--- src/sv/text_pre_tokenizer_splitter_assert.svh ---
// ----------------------------------------------------------------------------
// Text pre-tokenizer assertion macros
// Concurrent assertion forms used by the splitter's back module (tpts_back).
// ----------------------------------------------------------------------------
`ifndef TEXT_PRE_TOKENIZER_SPLITTER_ASSERT_SVH
`define TEXT_PRE_TOKENIZER_SPLITTER_ASSERT_SVH

// Same-cycle implication, checked outside of reset.
`define TPTS_ASSERT_IMPLY(label, clk, rst_n, ante, cons, msg) \
    label: assert property (@(posedge clk) disable iff (!(rst_n)) (ante) |-> (cons)) \
        else $error(msg);

// Next-cycle implication, checked outside of reset.
`define TPTS_ASSERT_NEXT(label, clk, rst_n, ante, cons, msg) \
    label: assert property (@(posedge clk) disable iff (!(rst_n)) (ante) |=> (cons)) \
        else $error(msg);

`endif

--- src/sv/tpts_pkg.sv ---
// ----------------------------------------------------------------------------
// Text pre-tokenizer package
// Byte classes, piece kinds, queue and result types, and the step decision
// used by the splitter sequencer.
// ----------------------------------------------------------------------------
package tpts_pkg;

    // Character constants.
    localparam logic [7:0] CH_QUOTE = 8'h27;
    localparam logic [7:0] CH_UP_A  = "A";
    localparam logic [7:0] CH_UP_Z  = "Z";
    localparam logic [7:0] CH_LO_A  = "a";
    localparam logic [7:0] CH_LO_Z  = "z";
    localparam logic [7:0] CH_D0    = "0";
    localparam logic [7:0] CH_D9    = "9";
    localparam logic [7:0] CH_SP    = 8'h20;
    localparam logic [7:0] CH_TAB   = 8'h09;
    localparam logic [7:0] CH_CR    = 8'h0D;
    localparam logic [7:0] CH_S     = "s";
    localparam logic [7:0] CH_T     = "t";
    localparam logic [7:0] CH_M     = "m";
    localparam logic [7:0] CH_D     = "d";
    localparam logic [7:0] CH_R     = "r";
    localparam logic [7:0] CH_V     = "v";
    localparam logic [7:0] CH_L     = "l";
    localparam logic [7:0] CH_E     = "e";

    // Stream widths and lookahead depth.
    localparam int unsigned IN_DATA_W  = 8;
    localparam int unsigned OUT_DATA_W = 16;
    localparam int unsigned BUF_DEPTH  = 4;

    typedef enum logic [2:0] {
        CLS_SPACE,
        CLS_LETTER,
        CLS_DIGIT,
        CLS_QUOTE,
        CLS_OTHER
    } t_cls;

    typedef enum logic [1:0] {
        KIND_NONE,
        KIND_LETTER,
        KIND_PUNCT
    } t_kind;

    typedef enum logic [1:0] {
        M_NONE,
        M_TWO,
        M_THREE,
        M_WAIT
    } t_match;

    typedef enum logic [1:0] {
        OP_STOP,
        OP_DROP,
        OP_EMIT
    } t_op;

    typedef enum logic {
        SEQ_IDLE,
        SEQ_RUN
    } t_seq;

    // One classified, lowercased text byte.
    typedef struct packed {
        t_cls       cls;
        logic [7:0] data;
    } t_ent;

    typedef t_ent [BUF_DEPTH-1:0] t_buf;

    // Queue entry between the front and the back.
    typedef struct packed {
        logic last;
        t_ent ent;
    } t_item;

    // One result beat.
    typedef struct packed {
        logic       te;
        logic       pe;
        logic       vld;
        logic [7:0] data;
    } t_result;

    // Decision of one sequencer step.
    typedef struct packed {
        t_op        op;
        logic       pe;
        t_kind      kind_nx;
        logic [1:0] cr_nx;
    } t_act;

    localparam t_ent    ENT_ZERO = '{cls: CLS_SPACE, data: 8'h00};
    localparam t_result RES_MARK = '{te: 1'b1, pe: 1'b0, vld: 1'b0, data: 8'h00};

    // Map A-Z to a-z, all other bytes unchanged.
    function automatic logic [7:0] tpts_lower(logic [7:0] c);
        logic [7:0] r;
        r = c;
        if (c >= CH_UP_A && c <= CH_UP_Z) begin
            r = c | 8'h20;
        end
        return r;
    endfunction

    function automatic t_cls tpts_classify(logic [7:0] c);
        t_cls r;
        if (c == CH_SP || (c >= CH_TAB && c <= CH_CR)) begin
            r = CLS_SPACE;
        end else if (c >= CH_LO_A && c <= CH_LO_Z) begin
            r = CLS_LETTER;
        end else if (c >= CH_D0 && c <= CH_D9) begin
            r = CLS_DIGIT;
        end else if (c == CH_QUOTE) begin
            r = CLS_QUOTE;
        end else begin
            r = CLS_OTHER;
        end
        return r;
    endfunction

    // Contraction test for an apostrophe followed by b1 and b2.
    // Missing bytes wait for more input unless the text has ended.
    function automatic t_match tpts_match(logic [7:0] b1, logic [7:0] b2,
                                          logic has1, logic has2, logic fin);
        t_match r;
        if (!has1) begin
            r = fin ? M_NONE : M_WAIT;
        end else if (b1 == CH_S || b1 == CH_T || b1 == CH_M || b1 == CH_D) begin
            r = M_TWO;
        end else if (b1 != CH_R && b1 != CH_V && b1 != CH_L) begin
            r = M_NONE;
        end else if (!has2) begin
            r = fin ? M_NONE : M_WAIT;
        end else if (b1 == CH_L) begin
            r = (b2 == CH_L) ? M_THREE : M_NONE;
        end else begin
            r = (b2 == CH_E) ? M_THREE : M_NONE;
        end
        return r;
    endfunction

    // One step on the head of the lookahead buffer: drop a separator, emit
    // the head byte with its piece-end flag, or stop for more input.
    function automatic t_act tpts_eval(t_buf b, logic [2:0] n, t_kind kind,
                                       logic fin, logic [1:0] cr);
        t_act   a;
        t_kind  ek;
        t_match m;
        logic   fixed;
        logic   pend;
        logic   wait_more;
        a.op      = OP_STOP;
        a.pe      = 1'b0;
        a.kind_nx = kind;
        a.cr_nx   = 2'd0;
        ek        = kind;
        fixed     = 1'b0;
        pend      = 1'b0;
        wait_more = 1'b0;
        m         = M_NONE;

        if (cr != 2'd0) begin
            // Remaining bytes of a contraction.
            a.op      = OP_EMIT;
            a.pe      = (cr == 2'd1);
            a.kind_nx = KIND_NONE;
            a.cr_nx   = cr - 2'd1;
            fixed     = 1'b1;
        end else if (n == 3'd0) begin
            fixed = 1'b1;
        end else if (kind == KIND_NONE) begin
            // Start of a new piece.
            unique case (b[0].cls)
                CLS_SPACE: begin
                    a.op  = OP_DROP;
                    fixed = 1'b1;
                end
                CLS_QUOTE: begin
                    m = tpts_match(b[1].data, b[2].data, n >= 3'd2, n >= 3'd3, fin);
                    unique case (m)
                        M_WAIT: fixed = 1'b1;
                        M_TWO: begin
                            a.op      = OP_EMIT;
                            a.kind_nx = KIND_NONE;
                            a.cr_nx   = 2'd1;
                            fixed     = 1'b1;
                        end
                        M_THREE: begin
                            a.op      = OP_EMIT;
                            a.kind_nx = KIND_NONE;
                            a.cr_nx   = 2'd2;
                            fixed     = 1'b1;
                        end
                        M_NONE: ek = KIND_PUNCT;
                    endcase
                end
                CLS_LETTER: ek = KIND_LETTER;
                CLS_DIGIT: begin
                    a.op      = OP_EMIT;
                    a.pe      = 1'b1;
                    a.kind_nx = KIND_NONE;
                    fixed     = 1'b1;
                end
                default: ek = KIND_PUNCT;
            endcase
        end

        // Open letter or punctuation run: decide from the next byte.
        if (!fixed) begin
            a.kind_nx = ek;
            if (n < 3'd2) begin
                wait_more = !fin;
                pend      = 1'b1;
            end else if (ek == KIND_LETTER) begin
                pend = (b[1].cls != CLS_LETTER);
            end else begin
                unique case (b[1].cls)
                    CLS_SPACE, CLS_LETTER, CLS_DIGIT: pend = 1'b1;
                    CLS_QUOTE: begin
                        m = tpts_match(b[2].data, b[3].data, n >= 3'd3, n >= 3'd4, fin);
                        wait_more = (m == M_WAIT);
                        pend      = (m == M_TWO) || (m == M_THREE);
                    end
                    default: pend = 1'b0;
                endcase
            end
            if (!wait_more) begin
                a.op      = OP_EMIT;
                a.pe      = pend;
                a.kind_nx = pend ? KIND_NONE : ek;
            end
        end
        return a;
    endfunction

endpackage

--- src/sv/tpts_front.sv ---
// ----------------------------------------------------------------------------
// Text pre-tokenizer front
// Accepts input beats, lowercases and classifies each byte, and queues it
// in a two-entry queue for the sequencer.
// ----------------------------------------------------------------------------
module tpts_front (
    input  logic                            i_clk,
    input  logic                            i_rst_n,
    input  logic                            i_tvalid,
    output logic                            o_tready,
    input  logic [tpts_pkg::IN_DATA_W-1:0]  i_tdata,    // [7:0] in_byte
    input  logic                            i_tlast,
    output logic                            o_q_valid,
    input  logic                            i_q_ready,
    output tpts_pkg::t_item                 o_q_item
);
    import tpts_pkg::*;

    t_item      r_q [2];
    logic       r_wp;
    logic       r_rp;
    logic [1:0] r_cnt;
    logic       n_wp;
    logic       n_rp;
    logic [1:0] n_cnt;
    logic       w_push;
    logic       w_pop;
    t_item      w_item;
    logic [7:0] w_low;

    // Lowercase and classify the incoming byte.
    always_comb begin
        w_low           = tpts_lower(i_tdata[7:0]);
        w_item.last     = i_tlast;
        w_item.ent.data = w_low;
        w_item.ent.cls  = tpts_classify(w_low);
    end

    // Queue pointers and fill count.
    always_comb begin
        o_tready  = (r_cnt != 2'd2);
        o_q_valid = (r_cnt != 2'd0);
        o_q_item  = r_q[r_rp];
        w_push    = i_tvalid && o_tready;
        w_pop     = o_q_valid && i_q_ready;
        n_wp      = w_push ? !r_wp : r_wp;
        n_rp      = w_pop ? !r_rp : r_rp;
        n_cnt     = r_cnt;
        if (w_push && !w_pop) begin
            n_cnt = r_cnt + 2'd1;
        end else if (!w_push && w_pop) begin
            n_cnt = r_cnt - 2'd1;
        end
    end

    always_ff @(posedge i_clk) begin
        if (!i_rst_n) begin
            r_wp  <= 1'b0;
            r_rp  <= 1'b0;
            r_cnt <= 2'd0;
        end else begin
            r_wp  <= n_wp;
            r_rp  <= n_rp;
            r_cnt <= n_cnt;
        end
    end

    // Queue storage carries no reset.
    always_ff @(posedge i_clk) begin
        if (w_push) begin
            r_q[r_wp] <= w_item;
        end
    end

endmodule

--- src/sv/tpts_back.sv ---
// ----------------------------------------------------------------------------
// Text pre-tokenizer back
// Lookahead buffer and piece sequencer: one drop or emit step per cycle
// unless the output register that results leave through is full. The next
// step is checked ahead, so a finished byte frees the sequencer that cycle.
// ----------------------------------------------------------------------------
`include "text_pre_tokenizer_splitter_assert.svh"

module tpts_back (
    input  logic                            i_clk,
    input  logic                            i_rst_n,
    input  logic                            i_q_valid,
    output logic                            o_q_ready,
    input  tpts_pkg::t_item                 i_q_item,
    output logic                            o_tvalid,
    input  logic                            i_tready,
    output logic [tpts_pkg::OUT_DATA_W-1:0] o_tdata,    // [7:0] out_byte, [8] piece_end
    output logic [0:0]                      o_tuser,    // [0] byte_valid
    output logic                            o_tlast
);
    import tpts_pkg::*;

    t_seq       r_state, n_state;
    t_buf       r_buf, n_buf;
    logic [2:0] r_cnt, n_cnt;
    t_kind      r_kind, n_kind;
    logic [1:0] r_cr, n_cr;
    logic       r_fin, n_fin;
    t_result    r_hold, n_hold;
    logic       r_hold_v, n_hold_v;
    t_result    r_out, n_out;
    logic       r_out_v, n_out_v;

    t_act       w_act;
    t_act       w_act2;
    t_buf       w_buf1;
    logic [2:0] w_cnt1;
    logic       w_run;
    logic       w_emit;
    logic       w_stop_now;
    logic       w_stop_after;
    logic       w_done;
    logic       w_out_wr;
    logic       w_out_free;
    logic       w_adv;
    logic       w_step;
    logic       w_load;
    t_result    w_res;
    t_result    w_fin_res;
    t_buf       w_post_buf;
    logic [2:0] w_post_cnt;
    t_kind      w_post_kind;
    logic [1:0] w_post_cr;

    // Current step and a look at the step after it.
    always_comb begin
        w_act  = tpts_eval(r_buf, r_cnt, r_kind, r_fin, r_cr);
        w_buf1 = {ENT_ZERO, r_buf[BUF_DEPTH-1:1]};
        w_cnt1 = r_cnt - 3'd1;
        w_act2 = tpts_eval(w_buf1, w_cnt1, w_act.kind_nx, r_fin, w_act.cr_nx);
    end

    // Step control: when the sequencer may move and when an item is done.
    always_comb begin
        w_run        = (r_state == SEQ_RUN);
        w_emit       = w_run && (w_act.op == OP_EMIT);
        w_stop_now   = w_run && (w_act.op == OP_STOP);
        w_stop_after = w_run && !r_fin && (w_act.op != OP_STOP) && (w_act2.op == OP_STOP);
        w_done       = w_stop_now || w_stop_after;
        w_out_wr     = (w_emit && (!r_fin || r_hold_v)) || (w_stop_now && r_fin);
        w_out_free   = !r_out_v || i_tready;
        w_adv        = w_run && (!w_out_wr || w_out_free);
        w_step       = !w_run || w_adv;
        o_q_ready    = !w_run || (w_adv && w_done);
        w_load       = o_q_ready && i_q_valid;

        w_res.te   = 1'b0;
        w_res.pe   = w_act.pe;
        w_res.vld  = 1'b1;
        w_res.data = r_buf[0].data;
        w_fin_res    = r_hold;
        w_fin_res.te = 1'b1;
    end

    // Lookahead state after this cycle's step.
    always_comb begin
        if (!w_run) begin
            w_post_buf  = r_buf;
            w_post_cnt  = r_cnt;
            w_post_kind = r_kind;
            w_post_cr   = r_cr;
        end else if (w_stop_now) begin
            w_post_buf  = r_buf;
            w_post_cnt  = r_cnt;
            w_post_kind = w_act.kind_nx;
            w_post_cr   = 2'd0;
        end else begin
            w_post_buf  = w_buf1;
            w_post_cnt  = w_cnt1;
            w_post_kind = w_stop_after ? w_act2.kind_nx : w_act.kind_nx;
            w_post_cr   = w_act.cr_nx;
        end
        // The end of the text returns the lookahead to its reset state.
        if (w_done && r_fin) begin
            w_post_cnt  = 3'd0;
            w_post_kind = KIND_NONE;
            w_post_cr   = 2'd0;
        end
    end

    // Next state, lookahead update and item load.
    always_comb begin
        n_state = r_state;
        n_buf   = r_buf;
        n_cnt   = r_cnt;
        n_kind  = r_kind;
        n_cr    = r_cr;
        n_fin   = r_fin;
        if (w_step) begin
            n_buf  = w_post_buf;
            n_cnt  = w_post_cnt;
            n_kind = w_post_kind;
            n_cr   = w_post_cr;
        end
        unique case (r_state)
            SEQ_IDLE: begin
                if (w_load) begin
                    n_state = SEQ_RUN;
                end
            end
            SEQ_RUN: begin
                if (w_adv && w_done && !w_load) begin
                    n_state = SEQ_IDLE;
                end
            end
            default: n_state = SEQ_IDLE;
        endcase
        if (w_load) begin
            n_buf[w_post_cnt[1:0]] = i_q_item.ent;
            n_cnt                  = w_post_cnt + 3'd1;
            n_fin                  = i_q_item.last;
        end
    end

    // Result path. During the final item the newest result waits in the
    // hold register until it is known whether it is the last one.
    always_comb begin
        n_out    = r_out;
        n_out_v  = r_out_v && !i_tready;
        n_hold   = r_hold;
        n_hold_v = r_hold_v;
        if (w_adv) begin
            if (w_emit) begin
                if (!r_fin) begin
                    n_out   = w_res;
                    n_out_v = 1'b1;
                end else begin
                    if (r_hold_v) begin
                        n_out   = r_hold;
                        n_out_v = 1'b1;
                    end
                    n_hold   = w_res;
                    n_hold_v = 1'b1;
                end
            end else if (w_stop_now && r_fin) begin
                n_out    = r_hold_v ? w_fin_res : RES_MARK;
                n_out_v  = 1'b1;
                n_hold_v = 1'b0;
            end
        end
    end

    always_ff @(posedge i_clk) begin
        if (!i_rst_n) begin
            r_state  <= SEQ_IDLE;
            r_cnt    <= 3'd0;
            r_kind   <= KIND_NONE;
            r_cr     <= 2'd0;
            r_fin    <= 1'b0;
            r_hold_v <= 1'b0;
            r_out_v  <= 1'b0;
        end else begin
            r_state  <= n_state;
            r_cnt    <= n_cnt;
            r_kind   <= n_kind;
            r_cr     <= n_cr;
            r_fin    <= n_fin;
            r_hold_v <= n_hold_v;
            r_out_v  <= n_out_v;
        end
    end

    // Payload registers carry no reset.
    always_ff @(posedge i_clk) begin
        r_buf  <= n_buf;
        r_hold <= n_hold;
        r_out  <= n_out;
    end

    // Output beat.
    always_comb begin
        o_tvalid   = r_out_v;
        o_tdata    = {{(OUT_DATA_W - 9){1'b0}}, r_out.pe, r_out.data};
        o_tuser[0] = r_out.vld;
        o_tlast    = r_out.te;
    end

    `TPTS_ASSERT_IMPLY(a_idle_pending, i_clk, i_rst_n, r_state == SEQ_IDLE, (r_cnt <= 3'd3) && (r_cr == 2'd0), "idle sequencer holds more than three bytes or a contraction")
    `TPTS_ASSERT_IMPLY(a_cr_bytes, i_clk, i_rst_n, r_cr != 2'd0, r_cnt >= 3'(r_cr), "contraction bytes missing from lookahead")
    `TPTS_ASSERT_IMPLY(a_marker_end, i_clk, i_rst_n, r_out_v && !r_out.vld, r_out.te, "bare marker beat without text end")
    `TPTS_ASSERT_IMPLY(a_hold_fin, i_clk, i_rst_n, r_hold_v, r_fin && (r_state == SEQ_RUN), "held result outside the final item")
    `TPTS_ASSERT_NEXT(a_fin_clears, i_clk, i_rst_n, w_adv && w_done && r_fin, !r_hold_v && (r_kind == KIND_NONE || w_load), "text end left a held result or open piece")

endmodule

--- src/sv/text_pre_tokenizer_splitter.sv ---
// ----------------------------------------------------------------------------
// Text pre-tokenizer splitter
// Path: a result beat passes through the input queue, the lookahead buffer and the output
// register; the last result of a text also waits in the hold register for the text-end mark.
// Throughput: one input beat per cycle while the sequencer and output keep up; each result or
// dropped separator past the first takes its own sequencer step, and a final byte adds a stop step.
// Reset: synchronous, active low; clears the queue, lookahead count and open piece.
// ----------------------------------------------------------------------------
module text_pre_tokenizer_splitter (
    input  logic        i_clk,
    input  logic        i_rst_n,
    input  logic        s_axis_tvalid,
    output logic        s_axis_tready,
    input  logic [7:0]  s_axis_tdata,   // [7:0] in_byte
    input  logic        s_axis_tlast,   // last_byte
    output logic        m_axis_tvalid,
    input  logic        m_axis_tready,
    output logic [15:0] m_axis_tdata,   // [7:0] out_byte, [8] piece_end, [15:9] zero
    output logic [0:0]  m_axis_tuser,   // [0] byte_valid
    output logic        m_axis_tlast    // text_end
);
    import tpts_pkg::*;

    logic  w_q_valid;
    logic  w_q_ready;
    t_item w_q_item;

    // Byte intake, classification and queue.
    tpts_front u_front (
        .i_clk     (i_clk),
        .i_rst_n   (i_rst_n),
        .i_tvalid  (s_axis_tvalid),
        .o_tready  (s_axis_tready),
        .i_tdata   (s_axis_tdata),
        .i_tlast   (s_axis_tlast),
        .o_q_valid (w_q_valid),
        .i_q_ready (w_q_ready),
        .o_q_item  (w_q_item)
    );

    // Lookahead, piece sequencing and result output.
    tpts_back u_back (
        .i_clk     (i_clk),
        .i_rst_n   (i_rst_n),
        .i_q_valid (w_q_valid),
        .o_q_ready (w_q_ready),
        .i_q_item  (w_q_item),
        .o_tvalid  (m_axis_tvalid),
        .i_tready  (m_axis_tready),
        .o_tdata   (m_axis_tdata),
        .o_tuser   (m_axis_tuser),
        .o_tlast   (m_axis_tlast)
    );

endmodule

--- config.mk ---
export PLATFORM = sky130hd
export DESIGN_NAME = text_pre_tokenizer_splitter
export DESIGN_NICKNAME = d
export VERILOG_FILES = /design/src/sv/tpts_pkg.sv /design/src/sv/tpts_front.sv /design/src/sv/tpts_back.sv /design/src/sv/text_pre_tokenizer_splitter.sv
export VERILOG_INCLUDE_DIRS = /design/src /design/src/sv
export SDC_FILE = /design/constraint.sdc
export NUM_CORES = 1
export LEC_CHECK = 0
export BUFFER_PORTS_ARGS = -buffer_cell sky130_fd_sc_hd__buf_2
export CORE_UTILIZATION = 66
export CTS_CLUSTER_DIAMETER = 30
export DETAILED_ROUTE_END_ITERATION = 6
export PLACE_DENSITY = 0.89
export REMOVE_ABC_BUFFERS = 1
export SLEW_MARGIN = 30
export SYNTH_ARGS = -nofsm -noshare
export SYNTH_HDL_FRONTEND = slang
export SYNTH_SLANG_ARGS = --single-unit
--- constraint.sdc ---
create_clock -name i_clk -period 10.2 [get_ports i_clk]
set_input_delay 1.02 -clock i_clk [delete_from_list [all_inputs] [get_ports i_clk]]
set_output_delay 1.02 -clock i_clk [all_outputs]
set_load 0.02 [all_outputs]
# Word-level counts from Yosys, hierarchy flattened
# Memories as Yosys holds them, arrays and structs flattened. A register that Yosys moved wholly into a read port is not among the register bits.
# Index checks and enable logic that the tools add are counted.
# W data, S select, Z words.
# word_totals
register_bits	79
mem_count	1
output_inout_bits	20
ramBits	24
# mem_list
memory	words	word_bits	read_ports	rd_clocked_by_memory_dff	wr	line	text
u_front.r_q	2	12	1	1	1	tpts_front.sv:19	t_item r_q [2];
# classes
n_lt_le_gt_ge	18
n_eq_ne	59
n_mux	145
n_addsub	6
bitwise	1
reduce_logical	86
# ops
op	n
$mux W44	4
$eq A8 B7 Y1 const B	17
$mux W2	62
$ne A8 B7 Y1 const B	9
$mux W11	5
$bwmux W44	1
$mux W7	6
$mux W1	38
$logic_and A1 B1 Y1	27
$mux W3	9
$pmux W2 S3	4
$demux W11 S2	1
$mux W5	4
$logic_or A1 B1 Y1	19
$eq A2 B2 Y1 const B	9
$eq A3 B2 Y1 const B	6
$eq A2 B1 Y1 const B	8
$eq A8 B6 Y1 const B	2
$ge A8 B7 Y1 const B	2
$le A8 B7 Y1 const B	2
$pmux W4 S2	2
$reduce_bool A2 Y1	8
$logic_not A3 Y1	5
$ge A3 B2 Y1 const B	4
other kinds (28)	61

# Longest topological paths before layout
# depth
depth_word	64
ltp_mapped	22
ltp_nobuf	21

# Modules after synthesis
# A second synthesis with hierarchy kept.
# unflattened
cells_unflattened	531
area_unflattened_um2	5580.4
# by_module_without_submodules
mod	seq_area_each_um2	cells_each	area_per_inst_um2	instances
tpts_back	1701.6	449	4365.4	1
tpts_front	820.8	82	1214.9	1

# Worst setup path after synthesis
# Ideal clock, no wire load.
# synth_timing
path_type	reg-to-reg
from	register u_back.r_buf[23] in the netlist's numbering
to	register u_front.r_cnt[1]
t_required_ps	10129
setup_slack_ps	5943
setup_time_ps	71
synth_period_minus_slack_ps	4257
stages_incl_launch_ff	19
arrival_ps	4187
path_buffers	1
cell_sequence	dfxtp_1 > nand2b_1 > or2_2 > a211oi_1 > nand3_1 > o32ai_1 > ha_1 > nand2b_1 > a31o_2 > a211o_1 > a211oi_1 > or3_1 > o2111ai_1 > and4b_1 > buf_6 > inv_1 > ha_1 > or3_1 > a21oi_1
# synth_between
elab_chain_len	44
# synth_lines
item	line	text
start, declared	tpts_back.sv:24	t_buf r_buf, n_buf;
start signal, assigned	tpts_back.sv:195	r_buf <= n_buf;
$eq A8 B7 Y1 (on tied branches)	tpts_pkg.sv:140, tpts_pkg.sv:137, tpts_pkg.sv:138	
$mux W2 (on tied branches)	tpts_pkg.sv:140, tpts_pkg.sv:138	
$mux W2	tpts_pkg.sv:137	end else if (b1 == CH_L) begin
$mux W2	tpts_pkg.sv:135	end else if (!has2) begin
$mux W2	tpts_pkg.sv:133	end else if (b1 != CH_R && b1 != CH_V && b1 != CH_L) begin
$mux W2	tpts_pkg.sv:131	end else if (b1 == CH_S || b1 == CH_T || b1 == CH_M || b1 == CH_D) begin
$mux W2	tpts_pkg.sv:129	if (!has1) begin
$mux W2	tpts_pkg.sv:176	unique case (b[0].cls)
[28 not listed]	--	
$logic_and A1 B1 Y1	tpts_back.sv:68	w_stop_after = w_run && !r_fin && (w_act.op != OP_STOP) && (w_act2.op == OP_STOP);
$logic_or A1 B1 Y1	tpts_back.sv:69	w_done = w_stop_now || w_stop_after;
$logic_and A1 B1 Y1 (*)	tpts_back.sv:74	o_q_ready = !w_run || (w_adv && w_done);
$logic_or A1 B1 Y1 (*)	tpts_back.sv:74	
$logic_and A1 B1 Y1 (*)	tpts_front.sv:45	w_pop = o_q_valid && i_q_ready;
$logic_not A1 Y1	tpts_front.sv:49	if (w_push && !w_pop) begin
$logic_and A1 B1 Y1	tpts_front.sv:49	
$mux W2 or $reduce_bool A2 Y1 (tied branches)	--	
end signal, assigned	tpts_front.sv:64	r_cnt <= n_cnt;
end, declared	tpts_front.sv:22	logic [1:0] r_cnt;
# Every way passes the cells marked *; elsewhere a longest branch is shown, timed or not. The select of a mux whose other input is x is not followed.
# A chain may end at the register's enable or synchronous reset.

# Final worst setup path
# Ends and elaborated chain as after synthesis.

==> metrics.txt <==
# TYPE chip_impl_metric gauge
chip_impl_metric{name="synthToLayoutAreaGrowth",unit="%"} 5.82
chip_impl_info{name="timing.setup.critical_path_class",value="flip-flop to flip-flop"} 1
chip_impl_metric{name="power.net_switching",unit="mW"} 0.640
chip_impl_metric{name="yosys.cell_types.count",unit=""} 66
chip_impl_metric{name="power.static_leakage",unit="nW"} 2.35
chip_impl_metric{name="globalplace.congestion",unit=""} 0.887
chip_impl_metric{name="grt.total_usage",unit=""} 0.263
chip_impl_metric{name="dieArea",unit="µm²"} 8650
chip_impl_metric{name="firstDrtPassIters",unit=""} 5
chip_impl_metric{name="seq_area_frac_synth",unit=""} 0.462
chip_impl_metric{name="route.antenna.remaining_nets",unit=""} 0
chip_impl_info{name="synth_area_leader_cell",value="sky130_fd_sc_hd__edfxtp_1"} 1
chip_impl_metric{name="ctsHoldBuffers",unit=""} 0
chip_impl_metric{name="dp_hpwl",unit="µm"} 7600
chip_impl_metric{name="clock_tree.htree_level_count",unit=""} 3
chip_impl_metric{name="cts_resized",unit=""} 0
chip_impl_metric{name="maxSlewHeadroom",unit=""} 0.460
chip_impl_metric{name="grt_remaining_overflow",unit=""} 0
chip_impl_metric{name="place_inst",unit=""} 619
chip_impl_metric{name="cellPowerDensity",unit="nW/µm²"} 278
chip_impl_metric{name="buffer_ports.inserted",unit=""} 25
chip_impl_metric{name="num-fill-cells",unit=""} 571
chip_impl_metric{name="clkTransAtPathRegs",unit="ps"} 110
chip_impl_metric{name="synth.ff_latch_count",unit=""} 104
chip_impl_metric{name="postLayoutCoreUtil",unit=""} 0.737
chip_impl_metric{name="num-nets-final",unit=""} 558
chip_impl_metric{name="maxClockFrequency",unit="MHz"} 195
chip_impl_metric{name="clk_latency",unit="ps"} 370
chip_impl_metric{name="start_util",unit=""} 0.696
chip_impl_metric{name="setup-violations-final",unit=""} 0
chip_impl_metric{name="power.share.clock",unit=""} 0.163
chip_impl_metric{name="num_antenna_cells",unit=""} 0
chip_impl_metric{name="cp_data_required_time",unit="ps"} 10510
chip_impl_metric{name="fin_crit_sh",unit=""} 0.503
chip_impl_metric{name="timing.final.crit_period",unit="ps"} 5130
chip_impl_metric{name="maxCapViolations",unit=""} 0
chip_impl_metric{name="die_w",unit="µm"} 93.0
chip_impl_metric{name="slew_viol_final",unit=""} 0
chip_impl_metric{name="worst_pin_slew",unit="ps"} 807
chip_impl_metric{name="async_reset_ff_frac",unit=""} 0
chip_impl_metric{name="synth_area_per_cell",unit="µm²"} 10.7
chip_impl_metric{name="grt_start_max_net_pins",unit=""} 48
chip_impl_metric{name="clock-skew-final",unit="ps"} 18.2
chip_impl_info{name="hold_path.class",value="flip-flop to flip-flop"} 1
chip_impl_metric{name="number_of_cells_produced_by_synthesis",unit=""} 512
chip_impl_metric{name="post_cts_buffers",unit=""} 0
chip_impl_metric{name="die_y",unit="µm"} 93.0
chip_impl_metric{name="coreArea",unit="µm²"} 7850
chip_impl_metric{name="layout.cells.non_filler",unit=""} 635
chip_impl_metric{name="ctsLongestPathBuffers",unit=""} 2
chip_impl_metric{name="ys.warnings.count",unit=""} 0
chip_impl_metric{name="power.sequential.fraction",unit=""} 0.430
chip_impl_metric{name="antenna_violations_before_repair",unit=""} 0
chip_impl_info{name="ctsRootBufferMaster",value="sky130_fd_sc_hd__clkbuf_8"} 1
chip_impl_metric{name="comb_power_share",unit=""} 0.408
chip_impl_info{name="outcome",value="finished, final reports clean"} 1
chip_impl_metric{name="cp_max_fo",unit=""} 8
chip_impl_metric{name="drtIter0Drc",unit=""} 360
chip_impl_info{name="synthTopCellsByArea",value="sky130_fd_sc_hd__edfxtp_1, sky130_fd_sc_hd__dfxtp_1, sky130_fd_sc_hd__mux2i_1"} 1
chip_impl_metric{name="internal_power",unit="mW"} 0.970
chip_impl_info{name="timing.critical_path.to_type",value="flip-flop"} 1
chip_impl_metric{name="synth_area",unit="µm²"} 5460
chip_impl_metric{name="post-route-drc-count",unit=""} 0
chip_impl_info{name="tritoncts",value="yes"} 1
chip_impl_metric{name="io_pins",unit=""} 33
chip_impl_metric{name="num_rows",unit=""} 32
chip_impl_metric{name="cts_inserted_buffers",unit=""} 9
chip_impl_info{name="start_kind",value="flip-flop"} 1
chip_impl_info{name="most_common_flop_cell_mapped_by_yosys",value="sky130_fd_sc_hd__dfxtp_1"} 1
chip_impl_metric{name="vias_per_cell",unit=""} 6.30
chip_impl_metric{name="wirelength",unit="µm"} 10600
chip_impl_metric{name="vias_in_the_first_global_route",unit=""} 3821
chip_impl_metric{name="switching_share",unit=""} 0.398
chip_impl_metric{name="clkSinkCount",unit=""} 104
chip_impl_metric{name="drive_above_1_share",unit=""} 0.113
chip_impl_metric{name="ir_drop",unit="V"} 0.000173
chip_impl_metric{name="global_route_wire_length_before_repair",unit="µm"} 17900
chip_impl_metric{name="finalHoldViolations",unit=""} 0
chip_impl_metric{name="detail_route.wl_per_cell",unit="µm"} 16.7
chip_impl_metric{name="crit_path_dat",unit="ps"} 5430
chip_impl_metric{name="dr_total_vias",unit=""} 4002
chip_impl_info{name="rsz0062_at_grt",value="false"} 1
chip_impl_metric{name="post-synth-top-area-fraction",unit=""} 0.242
chip_impl_metric{name="power",unit="mW"} 1.61
chip_impl_metric{name="synth-edff-count",unit=""} 44
chip_impl_metric{name="setup_tns",unit="ps"} 0
==> metrics by stage <==
step           hold WS [ps]  setup slack (ps)  area (µm²)
3_3_place_gp            444              5260        5580
3_5_place_dp            456              4900        5580
6_report                483              5070        5780
4_1_cts                 483              4850        5770
5_1_grt                 505              4740        5780
2_1_floorplan           430              4630        5300
==> power by group through the flow <==
stage | sequential, mW | clock (mW) | combinational, mW
global placement | 0.685 | 0 | 0.611
finish | 0.692 | 0.262 | 0.656
CTS | 0.687 | 0.263 | 0.649
global route | 0.710 | 0.281 | 0.726
detailed placement | 0.695 | 0 | 0.642
floorplan | 0.657 | 0 | 0.526
==> metal layers <==
metal | global-route usage | wire length, µm | up-vias
met5 | 0 | 0 | -
met4 | 0.0962 | 180 | 0
met3 | 0.0407 | 580 | 18
met2 | 0.445 | 5200 | 166
met1 | 0.340 | 4670 | 1900
li1 | - | - | 1918
==> cells in the mapped netlist, types with 5 or more instances <==
| cell | instances |
|---|---|
| sky130_fd_sc_hd__nor2b_1 | 5 |
| sky130_fd_sc_hd__buf_4 | 9 |
| sky130_fd_sc_hd__edfxtp_1 | 44 |
| sky130_fd_sc_hd__or3_1 | 7 |
| sky130_fd_sc_hd__o21a_1 | 5 |
| sky130_fd_sc_hd__inv_1 | 18 |
| sky130_fd_sc_hd__nand2_1 | 31 |
| sky130_fd_sc_hd__a21oi_1 | 17 |
| sky130_fd_sc_hd__ha_1 | 17 |
| sky130_fd_sc_hd__nand3b_1 | 7 |
| sky130_fd_sc_hd__a31oi_1 | 6 |
| sky130_fd_sc_hd__dfxtp_1 | 60 |
| sky130_fd_sc_hd__a22o_1 | 9 |
| sky130_fd_sc_hd__nor2_1 | 36 |
| sky130_fd_sc_hd__nand2b_1 | 10 |
| sky130_fd_sc_hd__nor3_1 | 13 |
| sky130_fd_sc_hd__buf_6 | 6 |
| sky130_fd_sc_hd__mux2i_1 | 91 |
| sky130_fd_sc_hd__a211oi_1 | 8 |
| sky130_fd_sc_hd__clkbuf_1 | 8 |
| sky130_fd_sc_hd__nand3_1 | 6 |
| sky130_fd_sc_hd__o21ai_0 | 14 |
==> placed cells by master, fill, tap and decap left out, types with 5 or more instances in the layout <==
master / synthesis / routed
sky130_fd_sc_hd__mux2i_1: 91 / 91
sky130_fd_sc_hd__dfxtp_1: 60 / 60
sky130_fd_sc_hd__edfxtp_1: 44 / 44
sky130_fd_sc_hd__nor2_1: 36 / 35
sky130_fd_sc_hd__nand2_1: 31 / 31
sky130_fd_sc_hd__buf_2: 4 / 25
sky130_fd_sc_hd__inv_1: 18 / 18
sky130_fd_sc_hd__a21oi_1: 17 / 17
sky130_fd_sc_hd__ha_1: 17 / 17
sky130_fd_sc_hd__o21ai_0: 14 / 14
sky130_fd_sc_hd__nor3_1: 13 / 13
sky130_fd_sc_hd__nand2b_1: 10 / 10
sky130_fd_sc_hd__a22o_1: 9 / 9
sky130_fd_sc_hd__clkbuf_8: 0 / 9
sky130_fd_sc_hd__a211oi_1: 8 / 8
sky130_fd_sc_hd__or3_1: 7 / 7
sky130_fd_sc_hd__nand3b_1: 7 / 7
sky130_fd_sc_hd__conb_1: 1 / 7
sky130_fd_sc_hd__a31oi_1: 6 / 6
sky130_fd_sc_hd__nand3_1: 6 / 6
sky130_fd_sc_hd__nor2b_1: 5 / 5
sky130_fd_sc_hd__o21a_1: 5 / 5
==> state kept, by name, summed over array words and instances (netlist names), named ones only <==
register,flops
u_front.r_cnt,2
u_back.r_hold_v,1
u_front.r_wp,1
u_back.o_tvalid,1
u_back.o_tdata,9
u_front.r_rp,1
u_back.r_hold,9
u_back.r_fin,1
u_back.r_kind,2
u_front.r_q,24
u_back.o_tlast,1
u_back.o_tuser,1
u_back.r_buf,44
u_back.r_state,1
u_back.r_cr,2
u_back.r_cnt,3
==> logic make-up (layout without fill, tap and decap cells) <==
logic type / Yosys count / count (layout) / share of synthesized area
flops: 104 / 104 / 0.462
mux: 91 / 91 / 0.167
fa+ha+maj: 17 / 17 / 0.0389
xor+xnor: 7 / 7 / 0.0112
compound gates: 97 / 97 / 0.126
simple gates: 149 / 149 / 0.148
buf+inv: 46 / 61 / 0.0469
other cells: 1 / 7 / 0.000686
==> final timing paths <==
path	startpoint	to	slack (ps)	depth (start not counted)
min reg2reg	u_back.r_buf[4]	u_back.r_hold[4]	480	0
max reg2reg	u_back.r_buf[23]	u_front.r_cnt[1]	5070	17
max	u_back.r_buf[23]	u_front.r_cnt[1]	5070	17
min	u_back.r_buf[4]	u_back.r_hold[4]	480	0
==> critical path, cell delays in order, from the launching register on <==
cell and delay [ps]:
sky130_fd_sc_hd__dfxtp_1 350, sky130_fd_sc_hd__nand2b_1 200, sky130_fd_sc_hd__or2_2 310, sky130_fd_sc_hd__a211oi_1 460
sky130_fd_sc_hd__nand3_1 190, sky130_fd_sc_hd__o32ai_1 270, sky130_fd_sc_hd__ha_1 160, sky130_fd_sc_hd__nand2b_1 50
sky130_fd_sc_hd__a31o_2 240, sky130_fd_sc_hd__a211o_1 290, sky130_fd_sc_hd__a211oi_1 680, sky130_fd_sc_hd__o22ai_1 270
sky130_fd_sc_hd__o2111ai_1 240, sky130_fd_sc_hd__and4b_1 460, sky130_fd_sc_hd__inv_1 90, sky130_fd_sc_hd__ha_1 330
sky130_fd_sc_hd__or3_1 350, sky130_fd_sc_hd__a21oi_1 140
==> cell type report <==
class | count | area [µm²] | share of cell area
Multi-Input combinational cell | 368 | 2730 | 0.472
Sequential cell | 104 | 2520 | 0.436
Timing Repair Buffer | 27 | 140 | 0.0242
Clock buffer | 11 | 131 | 0.0227
Tap cell | 102 | 128 | 0.0221
Inverter | 18 | 67.6 | 0.0117
Clock inverter | 5 | 66.3 | 0.0115
Power figures use the tool's default switching activity.
